$ cat config.mk
export PLATFORM = sky130hd
export DESIGN_NAME = wav_pcm16_stream_parser
export DESIGN_NICKNAME = d
export VERILOG_FILES = /design/src/rtl/wpp_pkg.sv /design/src/rtl/wpp_datapath.sv /design/src/rtl/wpp_ctrl.sv /design/src/rtl/wav_pcm16_stream_parser.sv
export SDC_FILE = /design/constraint.sdc
export NUM_CORES = 2
export LEC_CHECK = 0
export BUFFER_PORTS_ARGS = -buffer_cell sky130_fd_sc_hd__buf_4
export CORE_MARGIN = 5
export CORE_UTILIZATION = 70
export CTS_BUF_LIST = sky130_fd_sc_hd__clkbuf_4 sky130_fd_sc_hd__clkbuf_8
export CTS_CLUSTER_SIZE = 16
export DETAILED_ROUTE_END_ITERATION = 7
export GPL_ROUTABILITY_DRIVEN = 0
export MAX_ROUTING_LAYER = met4
export PLACE_DENSITY = 0.85
export RECOVER_POWER = 25
export SLEW_MARGIN = 20
export SYNTH_ARGS = -nofsm -noshare
export SYNTH_HDL_FRONTEND = slang
export SYNTH_HIERARCHICAL = 1
export SYNTH_SLANG_ARGS = --single-unit
$ cat constraint.sdc
create_clock -name clk_i -period 11.1 [get_ports clk_i]
set_input_delay 1.11 -clock clk_i [delete_from_list [all_inputs] [get_ports clk_i]]
set_output_delay 1.11 -clock clk_i [all_outputs]
set_load 0.03 [all_outputs]
$ cat src/rtl/wpp_pkg.sv
// Shared types, codes and constants of the WAV PCM16 stream parser.
`timescale 1ns / 1ps
`default_nettype none
package wpp_pkg;

  typedef enum logic [1:0] {
    KIND_SAMPLE = 2'd0,
    KIND_FORMAT = 2'd1,
    KIND_DONE   = 2'd2,
    KIND_ERROR  = 2'd3
  } kind_e;

  localparam logic [4:0] ERR_TRUNCATED   = 5'd0;
  localparam logic [4:0] ERR_BAD_RIFF    = 5'd1;
  localparam logic [4:0] ERR_RIFF_SIZE   = 5'd2;
  localparam logic [4:0] ERR_BAD_WAVE    = 5'd3;
  localparam logic [4:0] ERR_FMT_SMALL   = 5'd4;
  localparam logic [4:0] ERR_FMT_MISSING = 5'd5;
  localparam logic [4:0] ERR_NOT_PCM     = 5'd6;
  localparam logic [4:0] ERR_ZERO_CHAN   = 5'd7;
  localparam logic [4:0] ERR_ZERO_RATE   = 5'd8;
  localparam logic [4:0] ERR_NOT_16BIT   = 5'd9;
  localparam logic [4:0] ERR_ALIGN       = 5'd10;
  localparam logic [4:0] ERR_BYTE_RATE   = 5'd11;
  localparam logic [4:0] ERR_DATA_MISS   = 5'd12;
  localparam logic [4:0] ERR_TOO_LARGE   = 5'd13;
  localparam logic [4:0] ERR_EMPTY       = 5'd14;
  localparam logic [4:0] ERR_UNALIGNED   = 5'd15;
  localparam logic [4:0] ERR_DATA_FIRST  = 5'd16;
  localparam logic [4:0] ERR_NONE        = 5'd0;

  localparam logic [31:0] TAG_RIFF = 32'h4646_4952;
  localparam logic [31:0] TAG_WAVE = 32'h4556_4157;
  localparam logic [31:0] TAG_FMT  = 32'h2074_6D66;
  localparam logic [31:0] TAG_DATA = 32'h6174_6164;

  localparam logic [31:0] MAX_DATA_RESET = 32'h1000_0000;
  localparam logic [15:0] FMT_PCM        = 16'd1;
  localparam logic [15:0] FMT_BITS16     = 16'd16;
  localparam logic [31:0] FMT_MIN_SIZE   = 32'd16;
  localparam logic [31:0] RIFF_MIN_SIZE  = 32'd4;

  typedef struct packed {
    logic       shift;
    logic       fc_clr;
    logic       size_ld;
    logic       size_sub16;
    logic       size_dec;
    logic       fmt_wr;
    logic       pad_clr;
    logic       data_wr;
    logic       mul_ld;
    logic       div_start;
    logic       emit;
    kind_e      emit_kind;
    logic [4:0] emit_err;
    logic       emit_last;
  } cmd_t;

  typedef struct packed {
    logic       word_full;
    logic       tag_riff;
    logic       tag_wave;
    logic       tag_fmt;
    logic       tag_data;
    logic       word_lt4;
    logic       word_lt16;
    logic       word_zero;
    logic       fc_zero;
    logic       fc_odd;
    logic       fc_last;
    logic       size_zero;
    logic       size_one;
    logic       size_gt_max;
    logic       pad;
    logic       fmt_seen;
    logic       align_zero;
    logic [4:0] fmt_code;
    logic       div_done;
    logic       rem_zero;
    logic       out_busy;
  } status_t;

endpackage
`default_nettype wire

$ cat src/rtl/wpp_datapath.sv
// Datapath: field assembly, fmt registers, format check, remainder unit, output register.
`timescale 1ns / 1ps
`default_nettype none
module wpp_datapath (
  input  wire logic          clk_i,
  input  wire logic          rst_ni,
  input  wire logic [7:0]    data_byte_i,
  input  wire logic          max_data_bytes_we_i,
  input  wire logic [31:0]   max_data_bytes_i,
  input  wire wpp_pkg::cmd_t cmd_i,
  output wpp_pkg::status_t   status_o,
  input  wire logic          out_stall_i,
  output logic               out_valid_o,
  output logic [1:0]         kind_o,
  output logic signed [15:0] sample_o,
  output logic [15:0]        channel_count_o,
  output logic [31:0]        rate_hz_o,
  output logic [4:0]         error_code_o,
  output logic               last_o
);
  import wpp_pkg::*;

  logic [3:0]  fc_q, fc_d;
  logic [31:0] shift_q;
  logic [31:0] size_q;
  logic        pad_q, fmt_seen_q;
  logic [31:0] max_q;
  logic [15:0] fmt_format_q, fmt_channels_q, fmt_align_q, fmt_bits_q;
  logic [31:0] fmt_rate_q, fmt_byte_rate_q;
  logic [7:0]  low_q;
  logic [31:0] prod_q;
  logic [15:0] rem_q;
  logic [31:0] dsh_q;
  logic [4:0]  dcnt_q;
  logic        drun_q;
  logic [16:0] rem_try;
  logic [15:0] rem_nx;
  logic [31:0] word_nx;
  logic        out_valid_q, pend_done_q, out_free;
  logic [4:0]  fmt_code;
  logic [15:0] want_align;

  assign word_nx = {data_byte_i, shift_q[31:8]};

  always_comb begin
    fc_d = fc_q;
    if (cmd_i.fc_clr) begin
      fc_d = '0;
    end else if (cmd_i.shift) begin
      fc_d = (fc_q == 4'd3) ? 4'd0 : fc_q + 4'd1;
    end else if (cmd_i.fmt_wr) begin
      fc_d = fc_q + 4'd1;
    end else if (cmd_i.data_wr) begin
      fc_d = {3'b000, ~fc_q[0]};
    end
  end

  always_ff @(posedge clk_i or negedge rst_ni) begin
    if (!rst_ni) begin
      fc_q       <= '0;
      pad_q      <= 1'b0;
      fmt_seen_q <= 1'b0;
      max_q      <= MAX_DATA_RESET;
    end else begin
      fc_q <= fc_d;
      if (max_data_bytes_we_i) begin
        max_q <= max_data_bytes_i;
      end
      if (cmd_i.size_ld) begin
        pad_q <= word_nx[0];
      end else if (cmd_i.pad_clr) begin
        pad_q <= 1'b0;
      end
      if (cmd_i.fmt_wr && fc_q == 4'd15) begin
        fmt_seen_q <= 1'b1;
      end
    end
  end

  always_ff @(posedge clk_i) begin
    if (cmd_i.shift) begin
      shift_q <= word_nx;
    end
    if (cmd_i.size_ld) begin
      size_q <= cmd_i.size_sub16 ? word_nx - FMT_MIN_SIZE : word_nx;
    end else if (cmd_i.size_dec || cmd_i.data_wr) begin
      size_q <= size_q - 32'd1;
    end
    if (cmd_i.data_wr && !fc_q[0]) begin
      low_q <= data_byte_i;
    end
    if (cmd_i.fmt_wr) begin
      case (fc_q)
        4'd0:    fmt_format_q[7:0]     <= data_byte_i;
        4'd1:    fmt_format_q[15:8]    <= data_byte_i;
        4'd2:    fmt_channels_q[7:0]   <= data_byte_i;
        4'd3:    fmt_channels_q[15:8]  <= data_byte_i;
        4'd4:    fmt_rate_q[7:0]       <= data_byte_i;
        4'd5:    fmt_rate_q[15:8]      <= data_byte_i;
        4'd6:    fmt_rate_q[23:16]     <= data_byte_i;
        4'd7:    fmt_rate_q[31:24]     <= data_byte_i;
        4'd8:    fmt_byte_rate_q[7:0]  <= data_byte_i;
        4'd9:    fmt_byte_rate_q[15:8] <= data_byte_i;
        4'd10:   fmt_byte_rate_q[23:16] <= data_byte_i;
        4'd11:   fmt_byte_rate_q[31:24] <= data_byte_i;
        4'd12:   fmt_align_q[7:0]      <= data_byte_i;
        4'd13:   fmt_align_q[15:8]     <= data_byte_i;
        4'd14:   fmt_bits_q[7:0]       <= data_byte_i;
        default: fmt_bits_q[15:8]      <= data_byte_i;
      endcase
    end
    if (cmd_i.mul_ld) begin
      prod_q <= fmt_rate_q * {16'd0, fmt_align_q};
    end
  end

  // format check, against the byte-rate product registered in S_MUL
  assign want_align = {fmt_channels_q[14:0], 1'b0};
  always_comb begin
    if (fmt_format_q != FMT_PCM) begin
      fmt_code = ERR_NOT_PCM;
    end else if (fmt_channels_q == '0) begin
      fmt_code = ERR_ZERO_CHAN;
    end else if (fmt_rate_q == '0) begin
      fmt_code = ERR_ZERO_RATE;
    end else if (fmt_bits_q != FMT_BITS16) begin
      fmt_code = ERR_NOT_16BIT;
    end else if (fmt_align_q != want_align) begin
      fmt_code = ERR_ALIGN;
    end else if (fmt_byte_rate_q != prod_q) begin
      fmt_code = ERR_BYTE_RATE;
    end else begin
      fmt_code = ERR_NONE;
    end
  end

  // restoring remainder of size by block align, one bit per cycle
  assign rem_try = {rem_q, dsh_q[31]};
  assign rem_nx  = (rem_try >= {1'b0, fmt_align_q}) ?
                   16'(rem_try - {1'b0, fmt_align_q}) : rem_try[15:0];

  always_ff @(posedge clk_i or negedge rst_ni) begin
    if (!rst_ni) begin
      drun_q <= 1'b0;
      dcnt_q <= '0;
    end else if (cmd_i.div_start) begin
      drun_q <= 1'b1;
      dcnt_q <= '0;
    end else if (drun_q) begin
      dcnt_q <= dcnt_q + 5'd1;
      if (dcnt_q == 5'd31) begin
        drun_q <= 1'b0;
      end
    end
  end

  always_ff @(posedge clk_i) begin
    if (cmd_i.div_start) begin
      rem_q <= '0;
      dsh_q <= size_q;
    end else if (drun_q) begin
      rem_q <= rem_nx;
      dsh_q <= {dsh_q[30:0], 1'b0};
    end
  end

  // output register with a held done request behind the final sample
  assign out_free = !out_valid_q || !out_stall_i;

  always_ff @(posedge clk_i or negedge rst_ni) begin
    if (!rst_ni) begin
      out_valid_q <= 1'b0;
      pend_done_q <= 1'b0;
    end else if (cmd_i.emit) begin
      out_valid_q <= 1'b1;
      pend_done_q <= cmd_i.emit_last;
    end else if (pend_done_q && out_free) begin
      out_valid_q <= 1'b1;
      pend_done_q <= 1'b0;
    end else if (out_free) begin
      out_valid_q <= 1'b0;
    end
  end

  always_ff @(posedge clk_i) begin
    if (cmd_i.emit) begin
      kind_o          <= cmd_i.emit_kind;
      sample_o        <= (cmd_i.emit_kind == KIND_SAMPLE) ? {data_byte_i, low_q} : '0;
      channel_count_o <= (cmd_i.emit_kind == KIND_FORMAT) ? fmt_channels_q : '0;
      rate_hz_o       <= (cmd_i.emit_kind == KIND_FORMAT) ? fmt_rate_q : '0;
      error_code_o    <= cmd_i.emit_err;
      last_o          <= cmd_i.emit_last;
    end else if (pend_done_q && out_free) begin
      kind_o          <= KIND_DONE;
      sample_o        <= '0;
      channel_count_o <= '0;
      rate_hz_o       <= '0;
      error_code_o    <= ERR_NONE;
      last_o          <= 1'b0;
    end
  end

  assign out_valid_o = out_valid_q;

  always_comb begin
    status_o.word_full   = (fc_q == 4'd3);
    status_o.tag_riff    = (word_nx == TAG_RIFF);
    status_o.tag_wave    = (word_nx == TAG_WAVE);
    status_o.tag_fmt     = (word_nx == TAG_FMT);
    status_o.tag_data    = (word_nx == TAG_DATA);
    status_o.word_lt4    = (word_nx < RIFF_MIN_SIZE);
    status_o.word_lt16   = (word_nx < FMT_MIN_SIZE);
    status_o.word_zero   = (word_nx == '0);
    status_o.fc_zero     = (fc_q == '0);
    status_o.fc_odd      = fc_q[0];
    status_o.fc_last     = (fc_q == 4'd15);
    status_o.size_zero   = (size_q == '0);
    status_o.size_one    = (size_q == 32'd1);
    status_o.size_gt_max = (size_q > max_q);
    status_o.pad         = pad_q;
    status_o.fmt_seen    = fmt_seen_q;
    status_o.align_zero  = (fmt_align_q == '0);
    status_o.fmt_code    = fmt_code;
    status_o.div_done    = drun_q && (dcnt_q == 5'd31);
    status_o.rem_zero    = (rem_nx == '0);
    status_o.out_busy    = (out_valid_q && out_stall_i) || pend_done_q;
  end

endmodule
`default_nettype wire

$ cat src/rtl/wpp_ctrl.sv
// Controller: parse phase state machine issuing datapath commands.
`timescale 1ns / 1ps
`default_nettype none
module wpp_ctrl (
  input  wire logic             clk_i,
  input  wire logic             rst_ni,
  input  wire logic             in_valid_i,
  output logic                  in_stall_o,
  input  wire logic             is_end_i,
  input  wire wpp_pkg::status_t status_i,
  output wpp_pkg::cmd_t         cmd_o
);
  import wpp_pkg::*;

  typedef enum logic [14:0] {
    S_RIFF_TAG   = 15'b000000000000001,
    S_RIFF_SIZE  = 15'b000000000000010,
    S_WAVE_TAG   = 15'b000000000000100,
    S_CHUNK_ID   = 15'b000000000001000,
    S_SIZE_FMT   = 15'b000000000010000,
    S_SIZE_DATA  = 15'b000000000100000,
    S_SIZE_OTHER = 15'b000000001000000,
    S_FMT_BODY   = 15'b000000010000000,
    S_SKIP       = 15'b000000100000000,
    S_PAD        = 15'b000001000000000,
    S_DATA       = 15'b000010000000000,
    S_MUL        = 15'b000100000000000,
    S_EVAL       = 15'b001000000000000,
    S_DIV        = 15'b010000000000000,
    S_FINISHED   = 15'b100000000000000
  } state_e;

  state_e state_q, state_d;
  logic   mode_end_q, mode_end_d;
  logic   takes, accept;

  assign takes = !(state_q == S_MUL || state_q == S_EVAL || state_q == S_DIV);
  assign in_stall_o = !takes || status_i.out_busy;
  assign accept = in_valid_i && !in_stall_o;

  always_comb begin
    cmd_o      = '0;
    state_d    = state_q;
    mode_end_d = mode_end_q;
    if (accept && is_end_i && state_q != S_FINISHED) begin
      cmd_o.emit      = 1'b1;
      cmd_o.emit_kind = KIND_ERROR;
      cmd_o.emit_err  = ERR_TRUNCATED;
      state_d         = S_FINISHED;
      if (state_q == S_CHUNK_ID && status_i.fc_zero) begin
        if (!status_i.fmt_seen) begin
          cmd_o.emit_err = ERR_FMT_MISSING;
        end else begin
          cmd_o.emit = 1'b0;
          mode_end_d = 1'b1;
          state_d    = S_MUL;
        end
      end
    end else begin
      case (state_q)
        S_RIFF_TAG, S_RIFF_SIZE, S_WAVE_TAG, S_CHUNK_ID,
        S_SIZE_FMT, S_SIZE_DATA, S_SIZE_OTHER: begin
          if (accept) begin
            cmd_o.shift = 1'b1;
            if (status_i.word_full) begin
              cmd_o.emit_kind = KIND_ERROR;
              case (state_q)
                S_RIFF_TAG: begin
                  cmd_o.emit     = !status_i.tag_riff;
                  cmd_o.emit_err = ERR_BAD_RIFF;
                  state_d        = status_i.tag_riff ? S_RIFF_SIZE : S_FINISHED;
                end
                S_RIFF_SIZE: begin
                  cmd_o.emit     = status_i.word_lt4;
                  cmd_o.emit_err = ERR_RIFF_SIZE;
                  state_d        = status_i.word_lt4 ? S_FINISHED : S_WAVE_TAG;
                end
                S_WAVE_TAG: begin
                  cmd_o.emit     = !status_i.tag_wave;
                  cmd_o.emit_err = ERR_BAD_WAVE;
                  state_d        = status_i.tag_wave ? S_CHUNK_ID : S_FINISHED;
                end
                S_CHUNK_ID: begin
                  state_d = status_i.tag_fmt  ? S_SIZE_FMT :
                            status_i.tag_data ? S_SIZE_DATA : S_SIZE_OTHER;
                end
                S_SIZE_FMT: begin
                  if (status_i.word_lt16) begin
                    cmd_o.emit     = 1'b1;
                    cmd_o.emit_err = ERR_FMT_SMALL;
                    state_d        = S_FINISHED;
                  end else begin
                    cmd_o.size_ld    = 1'b1;
                    cmd_o.size_sub16 = 1'b1;
                    state_d          = S_FMT_BODY;
                  end
                end
                S_SIZE_OTHER: begin
                  cmd_o.size_ld = 1'b1;
                  state_d       = status_i.word_zero ? S_CHUNK_ID : S_SKIP;
                end
                default: begin
                  cmd_o.size_ld = 1'b1;
                  mode_end_d    = 1'b0;
                  state_d       = S_MUL;
                end
              endcase
            end
          end
        end
        S_FMT_BODY: begin
          if (accept) begin
            cmd_o.fmt_wr = 1'b1;
            if (status_i.fc_last) begin
              if (status_i.size_zero) begin
                state_d = status_i.pad ? S_PAD : S_CHUNK_ID;
              end else begin
                state_d = S_SKIP;
              end
            end
          end
        end
        S_SKIP: begin
          if (accept) begin
            cmd_o.size_dec = 1'b1;
            if (status_i.size_one) begin
              cmd_o.fc_clr = 1'b1;
              state_d      = status_i.pad ? S_PAD : S_CHUNK_ID;
            end
          end
        end
        S_PAD: begin
          if (accept) begin
            cmd_o.pad_clr = 1'b1;
            cmd_o.fc_clr  = 1'b1;
            state_d       = S_CHUNK_ID;
          end
        end
        S_DATA: begin
          if (accept) begin
            cmd_o.data_wr = 1'b1;
            if (status_i.fc_odd) begin
              cmd_o.emit      = 1'b1;
              cmd_o.emit_kind = KIND_SAMPLE;
              cmd_o.emit_last = status_i.size_one;
              if (status_i.size_one) begin
                state_d = S_FINISHED;
              end
            end
          end
        end
        S_MUL: begin
          cmd_o.mul_ld = 1'b1;
          state_d      = S_EVAL;
        end
        S_EVAL: begin
          cmd_o.emit      = 1'b1;
          cmd_o.emit_kind = KIND_ERROR;
          state_d         = S_FINISHED;
          if (mode_end_q) begin
            cmd_o.emit_err = (status_i.fmt_code != ERR_NONE) ? status_i.fmt_code
                                                             : ERR_DATA_MISS;
          end else if (status_i.size_gt_max) begin
            cmd_o.emit_err = ERR_TOO_LARGE;
          end else if (!status_i.fmt_seen) begin
            cmd_o.emit_err = ERR_DATA_FIRST;
          end else if (status_i.fmt_code != ERR_NONE) begin
            cmd_o.emit_err = status_i.fmt_code;
          end else if (status_i.size_zero) begin
            cmd_o.emit_err = ERR_EMPTY;
          end else if (status_i.align_zero) begin
            cmd_o.emit_err = ERR_UNALIGNED;
          end else begin
            cmd_o.emit      = 1'b0;
            cmd_o.div_start = 1'b1;
            state_d         = S_DIV;
          end
        end
        S_DIV: begin
          if (status_i.div_done) begin
            cmd_o.emit = 1'b1;
            if (status_i.rem_zero) begin
              cmd_o.emit_kind = KIND_FORMAT;
              state_d         = S_DATA;
            end else begin
              cmd_o.emit_kind = KIND_ERROR;
              cmd_o.emit_err  = ERR_UNALIGNED;
              state_d         = S_FINISHED;
            end
          end
        end
        default: begin
          state_d = S_FINISHED;
        end
      endcase
    end
  end

  always_ff @(posedge clk_i or negedge rst_ni) begin
    if (!rst_ni) begin
      state_q    <= S_RIFF_TAG;
      mode_end_q <= 1'b0;
    end else begin
      state_q    <= state_d;
      mode_end_q <= mode_end_d;
    end
  end

endmodule
`default_nettype wire

$ cat src/rtl/wav_pcm16_stream_parser.sv
// Top level of the WAV PCM16 stream parser: controller plus datapath.
//
//  channel | direction | handshake              | payload
//  --------+-----------+------------------------+-----------------------------------------
//  in      | sink      | in_valid_i / in_stall_o   | data_byte_i, is_end_i
//  out     | source    | out_valid_o / out_stall_i | kind_o, sample_o, channel_count_o,
//          |           |                        | rate_hz_o, error_code_o, last_o
//  config  | sink      | max_data_bytes_we_i    | max_data_bytes_i
//
// One byte request per cycle while the output register is free or being drained and no done
// is held; input stalls after the data chunk header for the byte-rate multiply, the check
// and the bit-serial remainder by block align.
// An end request between chunks after fmt also stalls for the multiply and the check.
// The final sample and done leave as two requests; input stalls until done is out.
// Reset (asynchronous, active low) returns to the RIFF tag; limit = 256 MiB.
`timescale 1ns / 1ps
`default_nettype none
module wav_pcm16_stream_parser (
  input  wire logic          clk_i,
  input  wire logic          rst_ni,
  input  wire logic          in_valid_i,
  output logic               in_stall_o,
  input  wire logic [7:0]    data_byte_i,
  input  wire logic          is_end_i,
  output logic               out_valid_o,
  input  wire logic          out_stall_i,
  output logic [1:0]         kind_o,
  output logic signed [15:0] sample_o,
  output logic [15:0]        channel_count_o,
  output logic [31:0]        rate_hz_o,
  output logic [4:0]         error_code_o,
  output logic               last_o,
  input  wire logic          max_data_bytes_we_i,
  input  wire logic [31:0]   max_data_bytes_i
);
  import wpp_pkg::*;

  cmd_t    cmd;
  status_t status;

  wpp_ctrl u_ctrl (
    .clk_i      (clk_i),
    .rst_ni     (rst_ni),
    .in_valid_i (in_valid_i),
    .in_stall_o (in_stall_o),
    .is_end_i   (is_end_i),
    .status_i   (status),
    .cmd_o      (cmd)
  );

  wpp_datapath u_datapath (
    .clk_i               (clk_i),
    .rst_ni              (rst_ni),
    .data_byte_i         (data_byte_i),
    .max_data_bytes_we_i (max_data_bytes_we_i),
    .max_data_bytes_i    (max_data_bytes_i),
    .cmd_i               (cmd),
    .status_o            (status),
    .out_stall_i         (out_stall_i),
    .out_valid_o         (out_valid_o),
    .kind_o              (kind_o),
    .sample_o            (sample_o),
    .channel_count_o     (channel_count_o),
    .rate_hz_o           (rate_hz_o),
    .error_code_o        (error_code_o),
    .last_o              (last_o)
  );

endmodule
`default_nettype wire

==> qor.yml <==
run_status:
  status: "complete, but fails checks"
  violations: "max-capacitance violations, max-slew violations"
final_layout:
  final_cell_mix: "edfxtp_1 (328), nand2_1 (325), fa_1 (305), inv_1 (295), and2_1 (263)"
  drive_gt1_share_pct: 10.5
  final_common_cell: "edfxtp_1"
  syn2layout_area_growth_pct: 8.84
  fin_nets: 3366
  seqCellArea_um2: 11700
  fillCellCount: 2704
  fin_area_um2: 33000
  final_cells: 3526
  insertedDiodeCount: 0
  utilization_pct: 76.9
  multi_input_area_um2: 17000
global_route:
  antenna_found_initial: 1
  overflow: 0
  grtUsageTotal_pct: 33.6
  grt_max_degree: 74
  grt_pass1_vias: 23400
  grt_pass1_wl_mm: 122
setup_path:
  worstPathMaxFanout: 20
  reg2reg_to: "u_datapath/prod_q[25]"
  timing.critical_path.buf_inv: 2
  crit_cells: 17
  worstSetupPathType: "reg -> reg"
  ff2ff_setup_slack_ns: 4.17
  cp.arrival_ns: 7.35
  start_kind: "flop"
  reg2reg_from: "u_datapath/fmt_align_q[2]"
  worstRegToRegCells: 17
  end_kind: "flop"
  cpMostUsedCell: "fa_1"
  slowest_stage: "edfxtp_1"
  slowest_delay_ns: 0.80
  crit_family: "adder cells"
  crit_chain: "buf_4 > nand2_1 > fa_1 > fa_1 > fa_1 > fa_1 > fa_1 > fa_1 > inv_1 > ha_1 > a211o_1 > o211a_1 > a211o_1 > a31o_2 > a2111oi_0 > nor3_1 > xor2_1"
  crit_required_ns: 11.52
clocking:
  cts_hold_buf: 0
  cts_sinks: 406
  path_clk_slew_ns: 0.07
  htree_levels: 3
  cts-resized-gates: 0
  clk_latency_ns: 0.68
  post_cts_buffers: 0
  cts_tree: "done"
  cts_inserted_buffers: 69
  cts_root_buf: "clkbuf_8"
  cts_buffer_depth: 3
yosys:
  synth_cell_types: 86
  ys_warn_count: 6
  synth-xor-area-share_pct: 4.93
  ys_async_sr_fraction_pct: 15.3
  synth-compound-area-share_pct: 6.21
  synthSimpleGateAreaFrac_pct: 17.6
  netlist_instances: 2808
  ys.flop_type: "edfxtp_1"
  mappedNetlistArea_um2: 30400
  synth-seq-cells: 406
  syn_nets: 3284
  synth_mux_area_share_pct: 1.98
  ys_seq_area_share_pct: 38.6
  synth-edff-count: 328
  yosys.area_share.adder_pct: 25.3
  synth_top_family_by_area: "adder cells"
  syn-mean-instance-area_um2: 10.8
placed_design:
  dpl.cell_count: 3404
  dp_hpwl_mm: 54.0
  pre_cts_ws_ns: 4.21
  io_buffers: 119
  post_dp_cell_area_um2: 31700
route:
  drtIter0Drc: 2299
  viasPerCell: 6.21
  wirelength_mm: 75.9
  drc: 0
  ant_nets: 0
  dr.pass1.iters: 7
  wl_per_cell_um: 21.5
  vias: 21900
sta:
  tns_ns: 0
  whs_ns: 0.508
  period_minus_slack_ns: 6.93
  finClkSkew_ns: 0.0499
  fmax_mhz: 144
  final_hold_viol_count: 0
  slew_headroom_pct: -135
  final-max-slew-violation-count: 226
  worstMarginPinSlew_ns: 3.52
  setup_slack_ns: 4.17
  fin_crit_sh_pct: 62.4
  setup_viol: 0
  rsz0062_at_grt: "false"
min_path:
  holdPathEnd: "u_datapath/rem_q[15]"
  hold_depth: 2
  hold_path_class: "reg -> reg"
  min_from: "u_datapath/rem_q[15]"
die:
  die_x_um: 218
  initial_core_util_pct: 70.6
  die_h_um: 218
  rows: 76
  pin_count: 120
  core_um2: 43000
  die-area_um2: 47600
power:
  p_leak_nw: 12.7
  p_sw_uw: 705
  power_density_nw_per_um2: 94.6
  p_clk_share_pct: 44.7
  power_mw: 3.12
  p_seq_share_pct: 52.8
  p_int_mw: 2.42
  ir_drop_mv: 0.116
  pwr-share-comb_pct: 2.5
  swShare_pct: 22.6
job:
  drv_cap: 6
Yosys cell counts (28+ instances only):
cell type | count | area, um^2
nor3_1 | 43 | 215
nor4_1 | 51 | 319
clkbuf_1 | 113 | 424
nand4_1 | 28 | 175
mux2_2 | 32 | 360
a21o_1 | 30 | 225
ha_1 | 125 | 1560
edfxtp_1 | 328 | 9850
o21ai_0 | 84 | 420
a21oi_1 | 64 | 320
nand3_1 | 30 | 150
xnor2_1 | 84 | 736
and2_1 | 264 | 1650
nor2_1 | 143 | 537
nand2_1 | 325 | 1220
dfrtp_1 | 60 | 1500
fa_1 | 305 | 6110
xor2_1 | 87 | 762
inv_1 | 295 | 1110
worst reg2reg max path: stages (launching register included):
cell and delay, ns:
edfxtp_1 0.80, buf_4 0.34, nand2_1 0.10, fa_1 0.52, fa_1 0.58, fa_1 0.45
fa_1 0.57, fa_1 0.45, fa_1 0.50, inv_1 0.05, ha_1 0.31, a211o_1 0.35
o211a_1 0.28, a211o_1 0.35, a31o_2 0.30, a2111oi_0 0.45, nor3_1 0.14, xor2_1 0.16
registers in the layout, summed over array words and instances (netlist names), 24 cells and up:
register                    cells
u_datapath/dsh_q               32
u_datapath/fmt_byte_rate_q     32
u_datapath/fmt_rate_q          32
u_datapath/max_q               32
u_datapath/prod_q              32
u_datapath/rate_hz_o           32
u_datapath/shift_q             24
u_datapath/size_q              32
how the worst max path moves through the flow:
stage,from,to,slack (ns)
2_1_floorplan,u_datapath/fmt_align_q[1],u_datapath/prod_q[25],4.84
3_3_place_gp,u_datapath/fmt_align_q[2],u_datapath/prod_q[25],4.39
3_5_place_dp,u_datapath/fmt_align_q[2],u_datapath/prod_q[25],4.21
4_1_cts,u_datapath/fmt_align_q[2],u_datapath/prod_q[25],4.23
5_1_grt,u_datapath/fmt_align_q[1],u_datapath/prod_q[25],3.90
6_report,u_datapath/fmt_align_q[2],u_datapath/prod_q[25],4.17
cell families (layout without fill, tap and decap cells):
kind of cell    after synthesis  count (layout)
flops                       406             406
simple gates               1027            1027
xor+xnor                    171             171
other cells                   1               1
compound gates              288             288
fa+ha+maj                   430             430
mux                          56              56
buf+inv                     429             562
power groups by stage:
stage                     clock, mW  combinational [mW]  sequential, mW
after floorplan                   0              0.0359            1.68
after global placement            0              0.0738            1.68
after detailed placement          0              0.0778            1.68
after CTS                      1.42              0.0790            1.65
after global routing           1.49              0.0872            1.65
final                          1.40              0.0781            1.65
final cells by class:
cell class / instances / area share (%)
Clock buffer: 86 / 3.37
Sequential cell: 406 / 35.5
Tap cell: 585 / 2.22
Timing Repair Buffer: 144 / 3.16
Inverter: 296 / 3.36
Clock inverter: 36 / 0.905
Multi-Input combinational cell: 1973 / 51.5
routing by layer:
metal  GRT usage, %  routed length (um)
met1           40.6               27600
met4           16.5                4020
met5              -                   0
met2           55.0               37400
met3           6.29                6880
No activity file was read; power rests on OpenSTA's default activity.
